[config.mk]
export PLATFORM = sky130hd
export DESIGN_NAME = object_file_section_parser_top
export DESIGN_NICKNAME = d
export VERILOG_FILES = /design/src/osp_pkg.sv /design/src/object_file_section_parser_top.sv /design/src/osp_front.sv /design/src/osp_queue.sv /design/src/osp_back.sv
export SDC_FILE = /design/constraint.sdc
export NUM_CORES = 1
export LEC_CHECK = 0
export BUFFER_PORTS_ARGS = -buffer_cell sky130_fd_sc_hd__buf_2
export CORE_ASPECT_RATIO = 0.8
export CORE_MARGIN = 2
export CORE_UTILIZATION = 55
export DETAILED_ROUTE_END_ITERATION = 7
export PLACE_DENSITY = 0.73
export SYNTH_ARGS = -nofsm -noshare
export SYNTH_HDL_FRONTEND = slang
export SYNTH_SLANG_ARGS = --single-unit
[constraint.sdc]
create_clock -name clk -period 7.2 [get_ports clk]
set_input_delay 1.44 -clock clk [delete_from_list [all_inputs] [get_ports clk]]
set_output_delay 1.44 -clock clk [all_outputs]
set_load 0.05 [all_outputs]
[src/osp_pkg.sv]
// ----------------------------------------------------------------------------
// Object file section parser package
// Types and constants shared by the parser front end, queue and output stage.
// ----------------------------------------------------------------------------
package osp_pkg;

    localparam int unsigned BYTE_W = 8;
    localparam int unsigned WORD_W = 16;
    localparam int unsigned KIND_W = 2;

    localparam logic [WORD_W-1:0] HDR_CODE   = 16'hDECA;
    localparam logic [WORD_W-1:0] HDR_DATA   = 16'hDADA;
    localparam logic [WORD_W-1:0] HDR_SYMBOL = 16'hB7C3;

    // Result kinds as seen on the output port.
    localparam logic [KIND_W-1:0] KIND_CODE  = 2'd0;
    localparam logic [KIND_W-1:0] KIND_DATA  = 2'd1;
    localparam logic [KIND_W-1:0] KIND_LABEL = 2'd2;
    localparam logic [KIND_W-1:0] KIND_EMPTY = 2'd3;

    typedef enum logic [2:0] {
        PH_HEADER = 3'd0,
        PH_ADDR   = 3'd1,
        PH_COUNT  = 3'd2,
        PH_WORDS  = 3'd3,
        PH_LABEL  = 3'd4
    } phase_t;

    typedef enum logic [1:0] {
        SK_CODE   = 2'd0,
        SK_DATA   = 2'd1,
        SK_SYMBOL = 2'd2
    } section_t;

    typedef struct packed {
        logic [KIND_W-1:0] kind;
        logic [WORD_W-1:0] address;
        logic [WORD_W-1:0] value;
        logic              last_char;
    } result_t;

    // Write request from the front end into the queue.
    typedef struct packed {
        logic    push;
        result_t data;
    } q_write_t;

    // Queue status seen by both sides.
    typedef struct packed {
        logic full;
        logic empty;
    } q_status_t;

endpackage

[src/object_file_section_parser_top.sv]
// ----------------------------------------------------------------------------
// Object file section parser
// Turns an object file byte stream into word write, label byte and empty label requests.
// ----------------------------------------------------------------------------
//  Channel  Handshake            Payload
//  input    in_valid/in_stall    byte_in
//  output   out_valid/out_stall  kind, address, value, last_char
//
// One byte is accepted every cycle while in_stall is low; the request that a byte
// causes passes the parser and result queue and is registered at the output.
// in_stall rises only when the result queue of QUEUE_DEPTH entries is full.
// Reset clears the parser state, the queue pointers and the output valid.
module object_file_section_parser_top
#(
    parameter int unsigned QUEUE_DEPTH = 4
)
(
    input  logic                             clk,
    input  logic                             rst_n,
    input  logic [osp_pkg::BYTE_W-1:0]       byte_in,
    input  logic                             in_valid,
    output logic                             in_stall,
    output logic [osp_pkg::KIND_W-1:0]       kind,
    output logic [osp_pkg::WORD_W-1:0]       address,
    output logic [osp_pkg::WORD_W-1:0]       value,
    output logic                             last_char,
    output logic                             out_valid,
    input  logic                             out_stall
);

    osp_pkg::q_write_t  q_write;
    osp_pkg::q_status_t q_status;
    osp_pkg::result_t   rd_data;
    logic               pop;

    osp_front u_front
    (
        .clk      (clk),
        .rst_n    (rst_n),
        .byte_in  (byte_in),
        .in_valid (in_valid),
        .in_stall (in_stall),
        .q_status (q_status),
        .q_write  (q_write)
    );

    osp_queue #(.DEPTH(QUEUE_DEPTH)) u_queue
    (
        .clk      (clk),
        .rst_n    (rst_n),
        .q_write  (q_write),
        .pop      (pop),
        .rd_data  (rd_data),
        .q_status (q_status)
    );

    osp_back u_back
    (
        .clk       (clk),
        .rst_n     (rst_n),
        .q_status  (q_status),
        .rd_data   (rd_data),
        .pop       (pop),
        .kind      (kind),
        .address   (address),
        .value     (value),
        .last_char (last_char),
        .out_valid (out_valid),
        .out_stall (out_stall)
    );

endmodule

[src/osp_front.sv]
// ----------------------------------------------------------------------------
// Object file section parser front end
// Accepts stream bytes, pairs them into words and tracks the section state.
// ----------------------------------------------------------------------------
module osp_front
(
    input  logic                            clk,
    input  logic                            rst_n,
    input  logic [osp_pkg::BYTE_W-1:0]      byte_in,
    input  logic                            in_valid,
    output logic                            in_stall,
    input  osp_pkg::q_status_t              q_status,
    output osp_pkg::q_write_t               q_write
);

    osp_pkg::phase_t                  phase_reg, phase_next;
    osp_pkg::section_t                section_reg, section_next;
    logic [osp_pkg::BYTE_W-1:0]       high_byte_reg, high_byte_next;
    logic                             high_valid_reg, high_valid_next;
    logic [osp_pkg::WORD_W-1:0]       cur_address_reg, cur_address_next;
    logic [osp_pkg::WORD_W-1:0]       remaining_reg, remaining_next;
    logic [osp_pkg::WORD_W-1:0]       word;
    logic                             accept;

    assign in_stall = q_status.full;
    assign accept   = in_valid && !q_status.full;
    assign word     = {high_byte_reg, byte_in};

    always_ff @(posedge clk or negedge rst_n)
    begin
        if (!rst_n)
        begin
            phase_reg       <= osp_pkg::PH_HEADER;
            section_reg     <= osp_pkg::SK_CODE;
            high_byte_reg   <= '0;
            high_valid_reg  <= 1'b0;
            cur_address_reg <= '0;
            remaining_reg   <= '0;
        end
        else
        begin
            phase_reg       <= phase_next;
            section_reg     <= section_next;
            high_byte_reg   <= high_byte_next;
            high_valid_reg  <= high_valid_next;
            cur_address_reg <= cur_address_next;
            remaining_reg   <= remaining_next;
        end
    end

    always_comb
    begin
        phase_next       = phase_reg;
        section_next     = section_reg;
        high_byte_next   = high_byte_reg;
        high_valid_next  = high_valid_reg;
        cur_address_next = cur_address_reg;
        remaining_next   = remaining_reg;
        q_write.push     = 1'b0;
        q_write.data     = '{kind: osp_pkg::KIND_CODE, address: cur_address_reg,
                             value: word, last_char: 1'b0};

        if (accept)
        begin
            // Label bytes bypass word pairing entirely.
            if (phase_reg == osp_pkg::PH_LABEL)
            begin
                q_write.push           = 1'b1;
                q_write.data.kind      = osp_pkg::KIND_LABEL;
                q_write.data.value     = {{(osp_pkg::WORD_W - osp_pkg::BYTE_W){1'b0}}, byte_in};
                q_write.data.last_char = (remaining_reg == 16'd1);
                remaining_next         = remaining_reg - 16'd1;
                if (remaining_reg == 16'd1)
                begin
                    phase_next = osp_pkg::PH_HEADER;
                end
            end
            else if (!high_valid_reg)
            begin
                high_byte_next  = byte_in;
                high_valid_next = 1'b1;
            end
            else
            begin
                high_valid_next = 1'b0;
                high_byte_next  = '0;
                unique case (phase_reg)
                    osp_pkg::PH_ADDR:
                    begin
                        cur_address_next = word;
                        phase_next       = osp_pkg::PH_COUNT;
                    end
                    osp_pkg::PH_COUNT:
                    begin
                        remaining_next = word;
                        if (word == '0)
                        begin
                            phase_next = osp_pkg::PH_HEADER;
                            if (section_reg == osp_pkg::SK_SYMBOL)
                            begin
                                q_write.push           = 1'b1;
                                q_write.data.kind      = osp_pkg::KIND_EMPTY;
                                q_write.data.value     = '0;
                                q_write.data.last_char = 1'b1;
                            end
                        end
                        else if (section_reg == osp_pkg::SK_SYMBOL)
                        begin
                            phase_next = osp_pkg::PH_LABEL;
                        end
                        else
                        begin
                            phase_next = osp_pkg::PH_WORDS;
                        end
                    end
                    osp_pkg::PH_WORDS:
                    begin
                        q_write.push      = 1'b1;
                        q_write.data.kind = (section_reg == osp_pkg::SK_DATA)
                                            ? osp_pkg::KIND_DATA : osp_pkg::KIND_CODE;
                        cur_address_next  = cur_address_reg + 16'd1;
                        remaining_next    = remaining_reg - 16'd1;
                        if (remaining_reg == 16'd1)
                        begin
                            phase_next = osp_pkg::PH_HEADER;
                        end
                    end
                    default:
                    begin
                        priority if (word == osp_pkg::HDR_CODE)
                        begin
                            section_next = osp_pkg::SK_CODE;
                            phase_next   = osp_pkg::PH_ADDR;
                        end
                        else if (word == osp_pkg::HDR_DATA)
                        begin
                            section_next = osp_pkg::SK_DATA;
                            phase_next   = osp_pkg::PH_ADDR;
                        end
                        else if (word == osp_pkg::HDR_SYMBOL)
                        begin
                            section_next = osp_pkg::SK_SYMBOL;
                            phase_next   = osp_pkg::PH_ADDR;
                        end
                        else
                        begin
                            phase_next = osp_pkg::PH_HEADER;
                        end
                    end
                endcase
            end
        end
    end

endmodule

[src/osp_queue.sv]
// ----------------------------------------------------------------------------
// Object file section parser result queue
// Short FIFO that decouples the parsing front end from the output stage.
// ----------------------------------------------------------------------------
module osp_queue
#(
    parameter int unsigned DEPTH = 4
)
(
    input  logic                 clk,
    input  logic                 rst_n,
    input  osp_pkg::q_write_t    q_write,
    input  logic                 pop,
    output osp_pkg::result_t     rd_data,
    output osp_pkg::q_status_t   q_status
);

    localparam int unsigned PTR_W = (DEPTH > 1) ? $clog2(DEPTH) : 1;
    localparam int unsigned CNT_W = $clog2(DEPTH + 1);
    localparam logic [PTR_W-1:0] LAST_PTR = PTR_W'(DEPTH - 1);
    localparam logic [CNT_W-1:0] FULL_CNT = CNT_W'(DEPTH);

    osp_pkg::result_t    mem [DEPTH];
    logic [PTR_W-1:0]    wr_ptr_reg, wr_ptr_next;
    logic [PTR_W-1:0]    rd_ptr_reg, rd_ptr_next;
    logic [CNT_W-1:0]    count_reg, count_next;
    logic                do_push;
    logic                do_pop;

    assign q_status.full  = (count_reg == FULL_CNT);
    assign q_status.empty = (count_reg == '0);
    assign do_push        = q_write.push && !q_status.full;
    assign do_pop         = pop && !q_status.empty;
    assign rd_data        = mem[rd_ptr_reg];

    always_comb
    begin
        wr_ptr_next = wr_ptr_reg;
        rd_ptr_next = rd_ptr_reg;
        count_next  = count_reg;
        if (do_push)
        begin
            wr_ptr_next = (wr_ptr_reg == LAST_PTR) ? '0 : wr_ptr_reg + 1'b1;
        end
        if (do_pop)
        begin
            rd_ptr_next = (rd_ptr_reg == LAST_PTR) ? '0 : rd_ptr_reg + 1'b1;
        end
        if (do_push && !do_pop)
        begin
            count_next = count_reg + 1'b1;
        end
        else if (do_pop && !do_push)
        begin
            count_next = count_reg - 1'b1;
        end
    end

    always_ff @(posedge clk or negedge rst_n)
    begin
        if (!rst_n)
        begin
            wr_ptr_reg <= '0;
            rd_ptr_reg <= '0;
            count_reg  <= '0;
        end
        else
        begin
            wr_ptr_reg <= wr_ptr_next;
            rd_ptr_reg <= rd_ptr_next;
            count_reg  <= count_next;
        end
    end

    always_ff @(posedge clk)
    begin
        if (do_push)
        begin
            mem[wr_ptr_reg] <= q_write.data;
        end
    end

endmodule

[src/osp_back.sv]
// ----------------------------------------------------------------------------
// Object file section parser output stage
// Drains the result queue into a registered output request.
// ----------------------------------------------------------------------------
module osp_back
(
    input  logic                             clk,
    input  logic                             rst_n,
    input  osp_pkg::q_status_t               q_status,
    input  osp_pkg::result_t                 rd_data,
    output logic                             pop,
    output logic [osp_pkg::KIND_W-1:0]       kind,
    output logic [osp_pkg::WORD_W-1:0]       address,
    output logic [osp_pkg::WORD_W-1:0]       value,
    output logic                             last_char,
    output logic                             out_valid,
    input  logic                             out_stall
);

    logic             valid_reg;
    osp_pkg::result_t data_reg;

    // Load whenever the output register is empty or its request is taken.
    assign pop = !q_status.empty && (!valid_reg || !out_stall);

    always_ff @(posedge clk or negedge rst_n)
    begin
        if (!rst_n)
        begin
            valid_reg <= 1'b0;
        end
        else if (!valid_reg || !out_stall)
        begin
            valid_reg <= !q_status.empty;
        end
    end

    always_ff @(posedge clk)
    begin
        if (pop)
        begin
            data_reg <= rd_data;
        end
    end

    assign out_valid = valid_reg;
    assign kind      = data_reg.kind;
    assign address   = data_reg.address;
    assign value     = data_reg.value;
    assign last_char = data_reg.last_char;

endmodule

==> metrics.yaml <==
syn_inst: 648
hp-class: "register to register"
reg2reg_to: "u_queue.mem[3][11]"
arrival_ns: 4.14
hpwl_um: 13000
die_height_um: 123
synth_xor_area_share_pct: 0.537
postLayoutCoreUtil_pct: 63.3
crit_start: "byte_in[4]"
grt_max_degree: 55
synth_adder_area_share_pct: 1.36
dp.cells: 889
max_slew.worst_pin.slew_ns: 0.994
yosys.area.top_type: "edfxtp_1"
leakage_nw: 3.87
cpMaxStageDelayCell: "a211oi_4"
synth_top_family_by_area: "simple AND/OR/NAND/NOR gates"
antenna_cells: 0
clkLatencyLatePin_ns: 0.51
drc_errors: 0
min_period_ns: 3.98
fin_ws_ns: 3.22
largest-register: "u_queue.mem"
cp-end-kind: "register"
drt_iter0_drc: 759
drv_slew: 0
post-place-ws_ns: 2.79
htreeDepth: 1
cts_hold_buf: 0
crit_path_end: "u_queue.mem[3][11]"
r2r_cells: 5
netlist_area_sq_mm: 0.00978
rows: 43
core_area_sq_mm: 0.0174
muxShareOfSynthArea_pct: 8.85
tritoncts: "built"
timing.fmax_ghz: 0.251
whs_ns: 0.495
startpoint_type: "input port"
ant_nets: 0
r2r_start: "u_front.phase_reg[1]"
boundaryPins: 49
via_count: 6101
finalCritPeriodShare_pct: 55.2
post_layout_nonfiller_instances: 931
routed_wl_um: 21400
seq_area_frac_synth_pct: 67.5
track_usage_pct: 23.1
antenna_found_initial: 0
cts_buffer_depth: 3
clock_skew_ns: 0.0140
wl_per_cell_um: 22.9
grt_pass1_wl_um: 33800
setup_violations: 0
synth-seq-cells: 229
die-area_sq_mm: 0.0189
postLayoutCellArea_sq_mm: 0.0110
port_buffers: 48
ys.warnings.count: 0
path_max_fanout: 23
syn_area_per_cell_sq_um: 15.1
crit_chain: "buf_2 -> nor4_2 -> nand3_1 -> or2_0 -> a211oi_4 -> buf_4"
yosys.area_share.simple_pct: 9.54
ctsRootBufferMaster: "clkbuf_16"
initial_core_util_pct: 56.3
yosys.area.top_type_share_pct: 53.7
cts-resized-gates: 0
power.density_mw_per_mm2: 481
cts_buffers: 23
cts.sinks: 229
nets: 711
cts_setup_buffers: 0
worst_path_largest_cell_delay_ns: 0.82
syn-num-nets: 670
die_w_um: 153
setup_tns_ns: 0
rrSetupSlack_ns: 3.29
peakVddDrop_mv: 0.359
maxCapViolations: 0
drt_pass1_iterations: 7
crit_type: "input port to register"
synth_edf_count: 175
gp_congestion: 0.909
placed_area_sq_mm: 0.0102
rsz0062_at_grt: "false"
synth.distinct_cells: 73
area_delta_synth_final_pct: 12.4
total_power_mw: 5.29
largest_reg_flops: 140
synth_area_leaders: "edfxtp_1 (54%), dfrtp_1 (14%), mux4_2 (8.1%), nand2_1 (1.5%), a21oi_1 (1.3%)"
grt_pass1_vias: 6049
viasPerCell: 6.55
grt_overflow: 0
hold_viol: 0
drive_above_1_share_pct: 21.5
synthArstFlopShare_pct: 23.6
cp_data_required_time_ns: 7.37
synth_compound_area_share_pct: 9.50
synthFlopType: "edfxtp_1"
slew_headroom_pct: 33.7
status: "finished, final reports clean"
clk_pin_slew_ns: 0.06
## kinds of logic after synthesis
family | Yosys count
AO/OA/AOI/OAI | 133
XOR/XNOR | 6
adder cells (fa/ha/maj) | 10
buffers and inverters | 61
flip-flops | 229
multiplexers | 42
AND/OR/NAND/NOR | 167
## final cells by class
class                           instances  area [sq um]
Clock buffer                           29           608
Timing Repair Buffer                   60           330
Multi-Input combinational cell        358          2960
Clock inverter                         13           140
Fill cell                            1264          6380
Inverter                               17          63.8
Sequential cell                       229          6610
Tap cell                              225           282
## how the worst min path moves through the flow
stage                         start              endpoint  cells after the start
4_1_cts        u_queue.count_reg[2]  u_queue.count_reg[2]                      1
5_1_grt            u_back.out_valid      u_back.out_valid                      2
3_5_place_dp       u_back.out_valid      u_back.out_valid                      2
3_3_place_gp   u_queue.count_reg[2]  u_queue.count_reg[2]                      1
6_report       u_queue.count_reg[2]  u_queue.count_reg[2]                      1
2_1_floorplan  u_queue.count_reg[2]  u_queue.count_reg[2]                      1
## report_power, final
part | leakage, nW | internal [mW] | switching (mW)
registers | 2.30 | 1.96 | 0.361
logic | 1.20 | 0.617 | 1.17
clock network | 0.372 | 0.706 | 0.471
## synthesized netlist by cell type, drive strengths merged, types with 8 or more instances
library cell and count:
o211ai 10, nor4 11, inv 16, nand4 13, or3 8, a21boi 9
nand3 17, a21oi 26, dfrtp 54, edfxtp 175, a211oi 9, nor3 21
mux4 35, buf 21, nor2 22, clkbuf 23, ha 9, nand2 39
a2bb2oi 10, o21ai 24
## worst max-delay path, delay by kind of cell
family / cells / cell delay (ns)
AO/OA/AOI/OAI: 1 / 0.82
AND/OR/NAND/NOR: 3 / 1.22
buffers and inverters: 2 / 0.65
## routing by layer
layer,part of all wire [%],GRT usage (%),vias to the layer above
li1,-,-,2639
met1,43,34.0,3057
met2,46,35.3,351
met3,8.4,4.42,54
met4,3.2,8.28,0
met5,0,0,-
## placed cells by master (no fill, tap or decap), types with 9 or more instances in the layout
cell type	n
nand3_1	16
a21oi_1	26
buf_2	48
nand2_1	39
buf_4	12
dfrtp_1	53
nor2_1	22
o211ai_1	9
inv_1	15
o21ai_0	24
nor4_1	9
nand4_1	13
edfxtp_1	175
clkbuf_16	23
nor3_1	20
a21boi_0	9
a2bb2oi_1	10
mux4_2	35
ha_1	9
No activity file was read; power rests on OpenSTA's default activity.
